File: src/rtl/lpht_pkg.sv
// ----------------------------------------------------------------------------
// lpht_pkg
// types and constants shared by the hash table controller and datapath
// ----------------------------------------------------------------------------
package lpht_pkg;

  localparam logic [1:0] MODE_INSERT = 2'd0;
  localparam logic [1:0] MODE_REMOVE = 2'd1;
  localparam logic [1:0] MODE_LOOKUP = 2'd2;
  localparam logic [1:0] MODE_UNUSED = 2'd3;

  localparam logic [1:0] STATUS_OK       = 2'd0;
  localparam logic [1:0] STATUS_NOT_FOUND = 2'd1;
  localparam logic [1:0] STATUS_FULL     = 2'd2;

  localparam logic [1:0] MARK_EMPTY    = 2'd0;
  localparam logic [1:0] MARK_OCCUPIED = 2'd1;
  localparam logic [1:0] MARK_DELETED  = 2'd2;

  localparam logic [31:0] HASH_SEED = 32'd5381;

  typedef struct packed {
    logic [1:0]         mode;
    logic [63:0]        key_bytes;
    logic [3:0]         key_length;
    logic signed [31:0] data_value;
  } lpht_in_t;

  typedef struct packed {
    logic [1:0]         status;
    logic signed [31:0] read_value;
    logic [6:0]         occupied_count;
  } lpht_out_t;

  // controller -> datapath
  typedef struct packed {
    logic clear;      // mark slot at probe position empty, step position
    logic load;       // capture request, start hash
    logic hash_step;  // absorb one key byte
    logic home;       // set probe position to home slot
    logic rd_issue;   // read slot at probe position
    logic advance;    // step probe position
    logic wr_update;  // overwrite value at hit
    logic wr_insert;  // fill the free slot
    logic wr_remove;  // mark hit deleted
    logic note_free;  // remember probe position as first free
    logic result;     // form the result
  } lpht_cmd_t;

  // datapath -> controller
  typedef struct packed {
    logic       clear_last;
    logic       hash_done;
    logic [1:0] mode;
    logic [1:0] mark;
    logic       match;
    logic       have_free;
    logic       probe_last;
  } lpht_sts_t;

endpackage

File: src/rtl/lpht_ctrl.sv
// ----------------------------------------------------------------------------
// lpht_ctrl
// request sequencer: hash, probe walk, slot update and result handoff
// ----------------------------------------------------------------------------
module lpht_ctrl (
  input  logic              clk,
  input  logic              rst_n,
  input  logic              in_valid,
  output logic              in_stall,
  output logic              out_valid,
  input  logic              out_stall,
  input  lpht_pkg::lpht_sts_t sts,
  output lpht_pkg::lpht_cmd_t cmd
);
  import lpht_pkg::*;

  typedef enum logic [2:0] {
    S_CLEAR, S_IDLE, S_HASH, S_ISSUE, S_CHECK, S_RESULT, S_OUT
  } state_t;

  state_t state_r;
  logic   out_valid_r;
  logic   accept;

  assign accept    = (state_r == S_IDLE) && in_valid;
  assign in_stall  = (state_r != S_IDLE);
  assign out_valid = out_valid_r;

  always_comb begin
    cmd = '0;
    unique case (state_r)
      S_CLEAR: cmd.clear = 1'b1;
      S_IDLE:  cmd.load = in_valid;
      S_HASH: begin
        if (sts.hash_done) cmd.home = 1'b1;
        else cmd.hash_step = 1'b1;
      end
      S_ISSUE: begin
        if (!sts.probe_last) cmd.rd_issue = 1'b1;
        else if (sts.mode == MODE_INSERT) cmd.wr_insert = 1'b1;
      end
      S_CHECK: begin
        if (sts.match) begin
          if (sts.mode == MODE_INSERT) cmd.wr_update = 1'b1;
          else if (sts.mode == MODE_REMOVE) cmd.wr_remove = 1'b1;
        end else begin
          if (sts.mark != MARK_OCCUPIED && !sts.have_free) cmd.note_free = 1'b1;
          if (sts.mark == MARK_EMPTY) begin
            if (sts.mode == MODE_INSERT) cmd.wr_insert = !sts.have_free ? 1'b0 : 1'b1;
          end else begin
            cmd.advance = 1'b1;
          end
        end
      end
      S_RESULT: cmd.result = 1'b1;
      S_OUT:    cmd = '0;
      default:  cmd = '0;
    endcase
  end

  always_ff @(posedge clk) begin
    if (!rst_n) begin
      state_r     <= S_CLEAR;
      out_valid_r <= 1'b0;
    end else begin
      unique case (state_r)
        S_CLEAR: if (sts.clear_last) state_r <= S_IDLE;
        S_IDLE: if (accept) state_r <= S_HASH;
        S_HASH: begin
          if (sts.hash_done) begin
            state_r <= (sts.mode == MODE_INSERT || sts.mode == MODE_REMOVE ||
                        sts.mode == MODE_LOOKUP) ? S_ISSUE : S_RESULT;
          end
        end
        S_ISSUE: state_r <= sts.probe_last ? S_RESULT : S_CHECK;
        S_CHECK: begin
          if (sts.match) state_r <= S_RESULT;
          else if (sts.mark == MARK_EMPTY) begin
            // insert at the empty slot itself when nothing was noted earlier
            state_r <= (sts.mode == MODE_INSERT && !sts.have_free) ? S_ISSUE : S_RESULT;
          end else state_r <= S_ISSUE;
        end
        S_RESULT: begin
          state_r     <= S_OUT;
          out_valid_r <= 1'b1;
        end
        S_OUT: begin
          if (!out_stall) begin
            out_valid_r <= 1'b0;
            state_r     <= S_IDLE;
          end
        end
        default: state_r <= S_IDLE;
      endcase
    end
  end

endmodule

File: config.mk
export PLATFORM = sky130hd
export DESIGN_NAME = lpht_ctrl
export DESIGN_NICKNAME = d
export VERILOG_FILES = /design/src/rtl/lpht_pkg.sv /design/src/rtl/lpht_ctrl.sv
export SDC_FILE = /design/constraint.sdc
export NUM_CORES = 1
export LEC_CHECK = 0
export BUFFER_PORTS_ARGS = -buffer_cell sky130_fd_sc_hd__clkbuf_2
export CAP_MARGIN = 20
export CORE_AREA = 2 2 39 41
export DETAILED_ROUTE_END_ITERATION = 6
export DIE_AREA = 0 0 41 43
export SYNTH_ARGS = -nofsm -noshare
export SYNTH_HDL_FRONTEND = slang
export SYNTH_SLANG_ARGS = --single-unit
File: constraint.sdc
create_clock -name clk -period 1.4 [get_ports clk]
set_input_delay 0.28 -clock clk [delete_from_list [all_inputs] [get_ports clk]]
set_output_delay 0.28 -clock clk [all_outputs]
set_load 0.02 [all_outputs]
==> metrics, run 1 <==
Diodes inserted=0; Yosys warning total=0; power density cells=about 530 nW/um2; kind of critical path=reg2out; final wirelength=1270 um; CTS Buf Count=3; outcome=finished with violations; data arrival time of the critical path=approximately 1300 ps; synthesized-area fraction occupied by and/or/nand/nor cells=0.444; clock slew at reported path FFs=40 ps; first-pass GRT wire length=approximately 2000 um; cell depth of the worst hold path=3; share of the synthesized area in the top cell type=0.192; sequential area share after synthesis=0.192; area share of fa/ha/maj cells after synthesis=0; Clk pwr share=0.352; time the final worst path needs with I/O delays and setup=1620 ps; final cycle utilization of the critical path=1.16; worst-path maximum fanout=4; Net Count, Synth=75; leading register cell type out of synthesis=dfxtp_1; final routed DRC violation total=0; count of port buffers added during placement=25; area added between synthesis and finish=76.6%; Bufs on Longest Clock Path=2; Async S/R FF share, synth=0; Final ANT Viol Nets=0; Internal=between 200 and 300 uW; number of H-tree levels=1; max frequency=a little over 600 MHz; Setup crit start kind=register; average instance area after synthesis=a little under 7 um2; Post-Synth XOR/XNOR Area=0; total number of vias=560; Routability Congestion=approximately 0.8; standard cell with the maximum stage delay on the critical path=or3_4; largest net degree at the start of global routing=12; fraction of synthesized area in multiplexers=0; half-perimeter wire length after detailed placement=around 980 um; Sw Ratio=0.304; critical-path cell list=nand2b_4, or3_4, nor3_2, buf_4; fraction of the mapped netlist area in compound gates=0.306; Design Area, Final=736 um2; Clock Sink Count=4; highest ir drop seen on vdd=about 0.41 mV; number of pins with negative max-slew slack in the final report=0; number of synthesized flops with an enable pin=0; post-synthesis sequential element count=4; Avg Vias per Cell=5.19; worst-margin pin slew=roughly 300 ps; setup repair after global routing missed its margin=true; Final nets=around 110; GRT Residual Overflow=0; TritonCTS clock tree=yes; Total Routing Usage GR=0.165; Worst-Skew Late Latency=230 ps; io pins=26; sequential power share=0.318; cell accounting for the most synthesized area=dfxtp_1; Switching Power=about 120 uW; setup slack of the critical path after layout=-217 ps; number of antenna violations at the first check in global routing=0; largest family of logic cells by synthesized area=simple AND/OR/NAND/NOR gates; iteration-0 DRC count of the detailed router=3; setup TNS after final layout=-694 ps; fill cell count=160; placed cell areas=604 um2; Clock Skew=around 4.2 ps; drt first pass iters=2; cell area after synthesis=417 um2; cell at the root of the clock tree=clkbuf_4; average detailed-routed wire length per instance=roughly 12 um; data required time at the worst endpoint=1120 ps; Cell variety after synth=30; Static Leak=0.000311 uW; delay of the slowest critical-path stage=~340 ps; total core area=~1400 um2; endpoint type of the worst setup path=output port; # placed instances=between 100 and 150; worst hold path class=in2reg; leading post-synthesis cells by cell area=dfxtp_1 (19%), nand2_1 (7.2%), nor3_1 (6.0%), nor2_1 (5.4%), a21oi_1 (4.8%); commonest cells in the synthesized netlist=nand2_1 (8), nor2_1 (6), nor3_1 (5); worst rel slew slack=0.798; failing checks=setup timing; overall die area=roughly 1800 um2; Post-Synthesis Cells=just over 60; max-capacitance violation count=0; Register-to-Register Path Depth=5; layout cells sized above 1=0.609; Final Instance Count excl. Fillers=approximately 110; Setup-failing EPs final=8; vias in the first global route=just over 500; most used standard cell by instance count after synthesis=nand2_1; die extent in x=a little over 40 um; number of core rows=14; portion of total power attributed to combinational logic=0.330; final hold vios=0; Chip Height=around 43 um; initial core utilization=0.301; pre-CTS setup slack=-13.3 ps
## state kept, by name, summed over array words and instances (netlist names)
signal and cells:
state_r 3, out_valid 1
## worst max-delay path, delay by kind of cell (launching register included)
kind,cells,cell delay (ps)
buffers and inverters,1,160
DFF,1,310
and+or+nand+nor,3,640
## area by class of cell
class                           count  area, um2  area share
Clock buffer                        3       22.5      0.0306
Inverter                            1       6.26     0.00850
Multi-Input combinational cell     53        387       0.526
Sequential cell                     4       83.8       0.114
Tap cell                           16       20.0      0.0272
Timing Repair Buffer               31        216       0.294
## cells in the final DEF, fill, tap and decap left out, drive strengths merged
master   instances
nand2            8
and2             1
a21bo            1
a211oi           1
a21oi            4
o2111ai          1
o21ai            6
nor2b            3
nor3             5
nand4b           1
o311ai           1
or2              1
o21a             1
and3             2
a21o             1
or3              1
o31ai            1
o31a             1
nor3b            1
inv              1
nand3            2
nor2             6
nand2b           3
buf             14
clkbuf          20
dfxtp            4
o221a            1
## power by group through the flow
| stage | registers (uW) | clock network, uW | logic (uW) |
|---|---|---|---|
| after detailed placement | 125 | 0 | 110 |
| after CTS | 123 | 147 | 121 |
| after global routing | 125 | 154 | 141 |
| after global placement | 125 | 0 | 110 |
| final | 125 | 138 | 129 |
| after floorplan | 123 | 0 | 58.4 |
## layer usage
metal | up-vias | track usage | routed length, um
met2 | 21 | 0.263 | 643
li1 | 283 | - | -
met5 | - | 0 | 0
met4 | 0 | 0.0600 | 0
met3 | 0 | 0.0366 | 88
met1 | 256 | 0.208 | 538
## metrics by stage
step / util / hold slack (ps) / total power [uW]
global route: 0.532 / 323 / 421
floorplan: - / 395 / 182
detailed placement: 0.437 / 494 / 235
global placement: 0.437 / 486 / 234
finish: 0.532 / 306 / 392
CTS: 0.506 / 300 / 391
## what timing repair did
action / in CTS / in global routing
gates resized for setup: 20 / 18
endpoints found under the setup margin: 12 / 12
gates cloned: 0 / 0
pin swaps: 2 / 4
setup buffers: 1 / 0
hold buffers: 0 / 0
## final timing paths
check                   from    endpoint  slack, ps
setup / recovery  state_r[1]      cmd[1]       -220
hold / removal         rst_n   out_valid        310
setup reg to reg  state_r[1]  state_r[1]         60
hold reg to reg    out_valid   out_valid        500
## logic make-up after synthesis
family / count (synthesis)
simple gates: 34
compound gates: 19
buf+inv: 5
flops: 4
No activity file was read; power rests on OpenSTA's default activity.
==> run 2, diff against run 1 <==
BUFFER_PORTS_ARGS = -buffer_cell sky130_fd_sc_hd__buf_2   (was -buffer_cell sky130_fd_sc_hd__clkbuf_2)
CELL_PAD_IN_SITES_DETAIL_PLACEMENT = 0   (was default)
CELL_PAD_IN_SITES_GLOBAL_PLACEMENT = 2   (was default)
CORE_AREA = 2 2 50 52   (was 2 2 39 41)
DIE_AREA = 0 0 52 54   (was 0 0 41 43)
PLACE_DENSITY_LB_ADDON = 0.1   (was default)
==> metrics, run 2 (synthesized netlist as in run 1, its figures left out) <==
outcome=finished with violations; worst hold path class=in2reg; kind of critical path=reg2out; time the final worst path needs with I/O delays and setup=around 1600 ps; register with the most flip-flops=state_r; hold-fix buffer count after cts=0; total core area=approximately 2300 um2; initial core utilization=0.180; standard cell with the maximum stage delay on the critical path=or3_4; # placed instances=between 100 and 150; number of pins with negative max-slew slack in the final report=0; Total Routing Usage GR=0.111; Worst-Skew Late Latency=around 230 ps; half-perimeter wire length after detailed placement=1230 um; global route hottest layer=met2; TritonCTS clock tree=yes; io pins=26; Clock Sink Count=4; setup repair after global routing missed its margin=true; iteration-0 DRC count of the detailed router=5; total number of vias=a little under 600; clock slew at reported path FFs=40 ps; average detailed-routed wire length per instance=between 10 and 15 um; Static Leak=roughly 0.00036 uW; Global Route met2 Usage=0.205; worst-path maximum fanout=4; first-pass GRT wire length=2350 um; number of antenna violations at the first check in global routing=0; number of core rows=18; endpoint type of the worst setup path=output port; number of H-tree levels=1; Avg Vias per Cell=4.47; data arrival time of the critical path=1360 ps; worst-margin pin slew=approximately 260 ps; count of port buffers added during placement=25; GRT Residual Overflow=0; Setup crit start kind=register; Bufs on Longest Clock Path=2; max frequency=just over 600 MHz; final cycle utilization of the critical path=1.17; highest ir drop seen on vdd=approximately 0.46 mV; Setup-failing EPs final=9; data required time at the worst endpoint=approximately 1100 ps; die extent in x=~52 um; Final ANT Viol Nets=0; pre-CTS setup slack=-27.0 ps; final wirelength=~1500 um; area added between synthesis and finish=99.7%; drt first pass iters=3; cell at the root of the clock tree=clkbuf_4; final routed DRC violation total=0; most frequent standard cell in the layout excluding fill and tap cells=buf_4; met1 layer usage reported by global route=0.134; met3 Resource Use GR=0.0194; most frequent cells in the layout=buf_4 (22), buf_2 (14), nand2_1 (7); largest net degree at the start of global routing=9; overall die area=about 2800 um2; setup slack of the critical path after layout=-238 ps; fin util=0.359; Final nets=117; Chip Height=54 um; Final Instance Count excl. Fillers=132; max-capacitance violation count=0; vias in the first global route=between 500 and 600; Routability Congestion=approximately 0.72; register-to-register setup slack=~20 ps; Diodes inserted=0; power density cells=about 490 nW/um2; worst rel slew slack=0.828; CTS Buf Count=3; layout cells sized above 1=0.627; final hold vios=0; delay of the slowest critical-path stage=between 300 and 400 ps; critical-path cell list=nand2b_4, or3_4, nor3_2, buf_4; Clock Skew=roughly 5.2 ps; failing checks=setup timing; number of flip-flops in the largest register=3
-- run 2: path summary, 6_finish.rpt --
path	from	endpoint	cells past startpoint
setup / recovery	state_r[1]	cmd[1]	4
hold / removal	rst_n	out_valid	3
setup reg to reg	state_r[1]	state_r[1]	5
hold reg to reg	out_valid	out_valid	2
-- run 2: power breakdown --
group | internal (uW) | leakage (uW) | switching [uW]
clock | 95.9 | 0.0000138 | 46.6
sequential | 117 | 0.0000344 | 6.07
combinational | 70.6 | 0.000315 | 73.8
-- run 2: what timing repair did --
item | 4_1_cts | 5_1_grt
setup endpoints to repair | 13 | 14
pin swaps | 5 | 7
setup buffers | 4 | 5
resized for setup | 19 | 16
-- run 2: metal layers --
metal	vias to the layer above	share of wire
met5	-	0
met4	0	0
met3	0	0.054
met2	18	0.51
met1	267	0.44
li1	305	-
-- run 2: cell type report --
| cell class | count | area, um2 |
|---|---|---|
| multi-input combinational | 53 | 384 |
| timing repair buffer | 41 | 292 |
| fill | 280 | 1490 |
| inverter | 1 | 7.51 |
| sequential | 4 | 88.8 |
| clock buffer | 3 | 22.5 |
| tap | 30 | 37.5 |
-- run 2: critical path, delay by kind of cell (launching register included) --
family	cells	cell delay (ps)
buffers and inverters	1	150
flip-flops	1	320
AND/OR/NAND/NOR	3	650
-- run 2: metrics by stage --
step	instance area, um2	TNS [ps]	power [uW]	hold WS, ps
2_1_floorplan	442	-54.1	182	395
5_1_grt	832	-1560	439	322
6_report	832	-958	410	304
3_3_place_gp	659	-4.14	241	485
4_1_cts	764	-1540	397	301
3_5_place_dp	659	-44.2	239	487
==> run 3, diff against run 2 <==
CELL_PAD_IN_SITES_DETAIL_PLACEMENT = 1   (was 0)
CORE_AREA = 2 2 49 51   (was 2 2 50 52)
DIE_AREA = 0 0 51 53   (was 0 0 52 54)
GPL_TIMING_DRIVEN = 1   (was default)
clock period = 2.1 ns   (was 1.4 ns; I/O delays follow)
==> metrics, run 3 (synthesized netlist as in run 1, its figures left out) <==
time the final worst path needs with I/O delays and setup=between 1500 and 2000 ps; Final Instance Count excl. Fillers=roughly 120; Internal=around 170 uW; setup slack of the critical path after layout=around 210 ps; most frequent standard cell in the layout excluding fill and tap cells=buf_2; data required time at the worst endpoint=between 1500 and 2000 ps; highest layer used for signal routing=met4; worst-path maximum fanout=14; TritonCTS clock tree=yes; number of flip-flops in the largest register=3; beginning of the worst hold path=rst_n; endpoint type of the worst setup path=output port; max frequency=around 530 MHz; clock slew at reported path FFs=50 ps; Reg area=roughly 80 um2; layout cells sized above 1=0.398; sequential power share=0.350; worst hold path class=in2reg; vias in the first global route=500; Setup-failing EPs final=0; Clk pwr share=0.404; # placed instances=between 100 and 150; detailed-route wire length on metal 1=around 680 um; total number of vias=533; Diodes inserted=0; cell at the root of the clock tree=clkbuf_4; final hold vios=0; count of port buffers added during placement=25; Buffers & Inverters on Critical Path=1; Clock Skew=11.7 ps; Chip Height=between 50 and 60 um; worst-margin pin slew=around 450 ps; Final nets=between 100 and 150; number of core rows=17; cell depth of the worst hold path=3; met3 WL=between 70 and 80 um; kind of critical path=reg2out; iteration-0 DRC count of the detailed router=6; standard cell with the maximum stage delay on the critical path=or3_4; area used by multi-input combinational logic=approximately 310 um2; CTS Buf Count=3; Switching Power=around 80 uW; Static Leak=roughly 0.00027 uW; final routed DRC violation total=0; Routability Congestion=between 0.7 and 0.8; worst rel slew slack=0.701; setup repair after global routing missed its margin=false; final cycle utilization of the critical path=0.901; GRT Residual Overflow=0; initial core utilization=0.194; met2 WL=between 600 and 700 um; max-capacitance violation count=0; Avg Vias per Cell=between 4 and 5; critical-path cell list=or3_4, nor3_1, buf_2; overall power consumption=248 uW; Worst-Skew Late Latency=240 ps; fill cell count=roughly 290; Bufs on Longest Clock Path=2; setup TNS after final layout=0 ps; most frequent cells in the layout=buf_2 (25), nand2_1 (8), nor2_1 (6); Total Routing Usage GR=0.123; number of antenna violations at the first check in global routing=0; final wirelength=about 1500 um; outcome=complete, no violations; average detailed-routed wire length per instance=about 13 um; half-perimeter wire length after detailed placement=about 1200 um; total core area=around 2100 um2; endpoint with the worst hold slack=state_r[1]; overall die area=2700 um2; Worst Hold Slack=roughly 450 ps; largest net degree at the start of global routing=15; Crit path max-delay family=simple AND/OR/NAND/NOR gates; Reg-to-Reg Start=state_r[0]; delay of the slowest critical-path stage=460 ps; highest ir drop seen on vdd=~0.25 mV; data arrival time of the critical path=between 1000 and 1500 ps; number of pins with negative max-slew slack in the final report=0; area added between synthesis and finish=42.9%; Final ANT Viol Nets=0; die extent in x=roughly 51 um; number of post-CTS setup repair buffers=0; power density cells=between 400 and 500 nW/um2; Clock Sink Count=4; portion of total power attributed to combinational logic=0.246; first-pass GRT wire length=~2400 um; drt first pass iters=3; Register-to-Register Path Depth=4; register with the most flip-flops=state_r; io pins=26; register-to-register setup slack=roughly 700 ps; Critical R2R Capture=state_r[2]; Sw Ratio=0.319; pre-CTS setup slack=378 ps; Setup crit start kind=register; number of H-tree levels=1
## run 3: cell count changes in the layout (fill, tap and decap cells not counted), sizes merged
| cell | delta |
|---|---|
| buf | -14 |
| clkinvlp | -1 |
| inv | +1 |
## run 3: worst register-to-register path, delay by kind of cell, from the launching register on
kind | cells | cell delay [ps]
AOI/OAI and AO/OA | 2 | 320
and+or+nand+nor | 2 | 530
DFF | 1 | 440
## run 3: how the worst max path moves through the flow
stage,start,to,depth (start not counted)
after global routing,state_r[0],cmd[6],3
after floorplan,state_r[0],cmd[3],4
after global placement,state_r[2],cmd[1],4
after CTS,state_r[2],cmd[1],4
after detailed placement,state_r[2],cmd[1],4
final,state_r[0],cmd[1],3
## run 3: metal layers
layer	GRT usage	up-vias
met2	0.186	18
met3	0.0169	2
met1	0.151	237
met4	0.108	0
met5	0	-
li1	-	276
## run 3: what timing repair did
action / in CTS / in global routing
gates resized for setup: 0 / 1
hold buffers: 0 / 0
setup endpoints to repair: 0 / 2
## run 3: power by group through the flow
stage	logic (uW)	clock network [uW]	registers, uW
2_1_floorplan	38.1	0	82.3
3_3_place_gp	62.2	0	89.0
3_5_place_dp	62.0	0	88.5
4_1_cts	62.2	105	87.3
5_1_grt	68.8	114	88.3
6_report	61.2	100	86.9
## run 3: area by class of cell
| type | count | share of cell area |
|---|---|---|
| clock buffer | 3 | 0.0378 |
| inverter | 1 | 0.00630 |
| multi-input combinational | 53 | 0.525 |
| sequential | 4 | 0.137 |
| tap | 28 | 0.0588 |
| timing repair buffer | 27 | 0.235 |
## run 3: per-stage QoR
step,utilization,area (um2)
6_report,0.277,596
3_3_place_gp,0.266,572
3_5_place_dp,0.266,572
2_1_floorplan,-,417
4_1_cts,0.277,594
5_1_grt,0.277,596
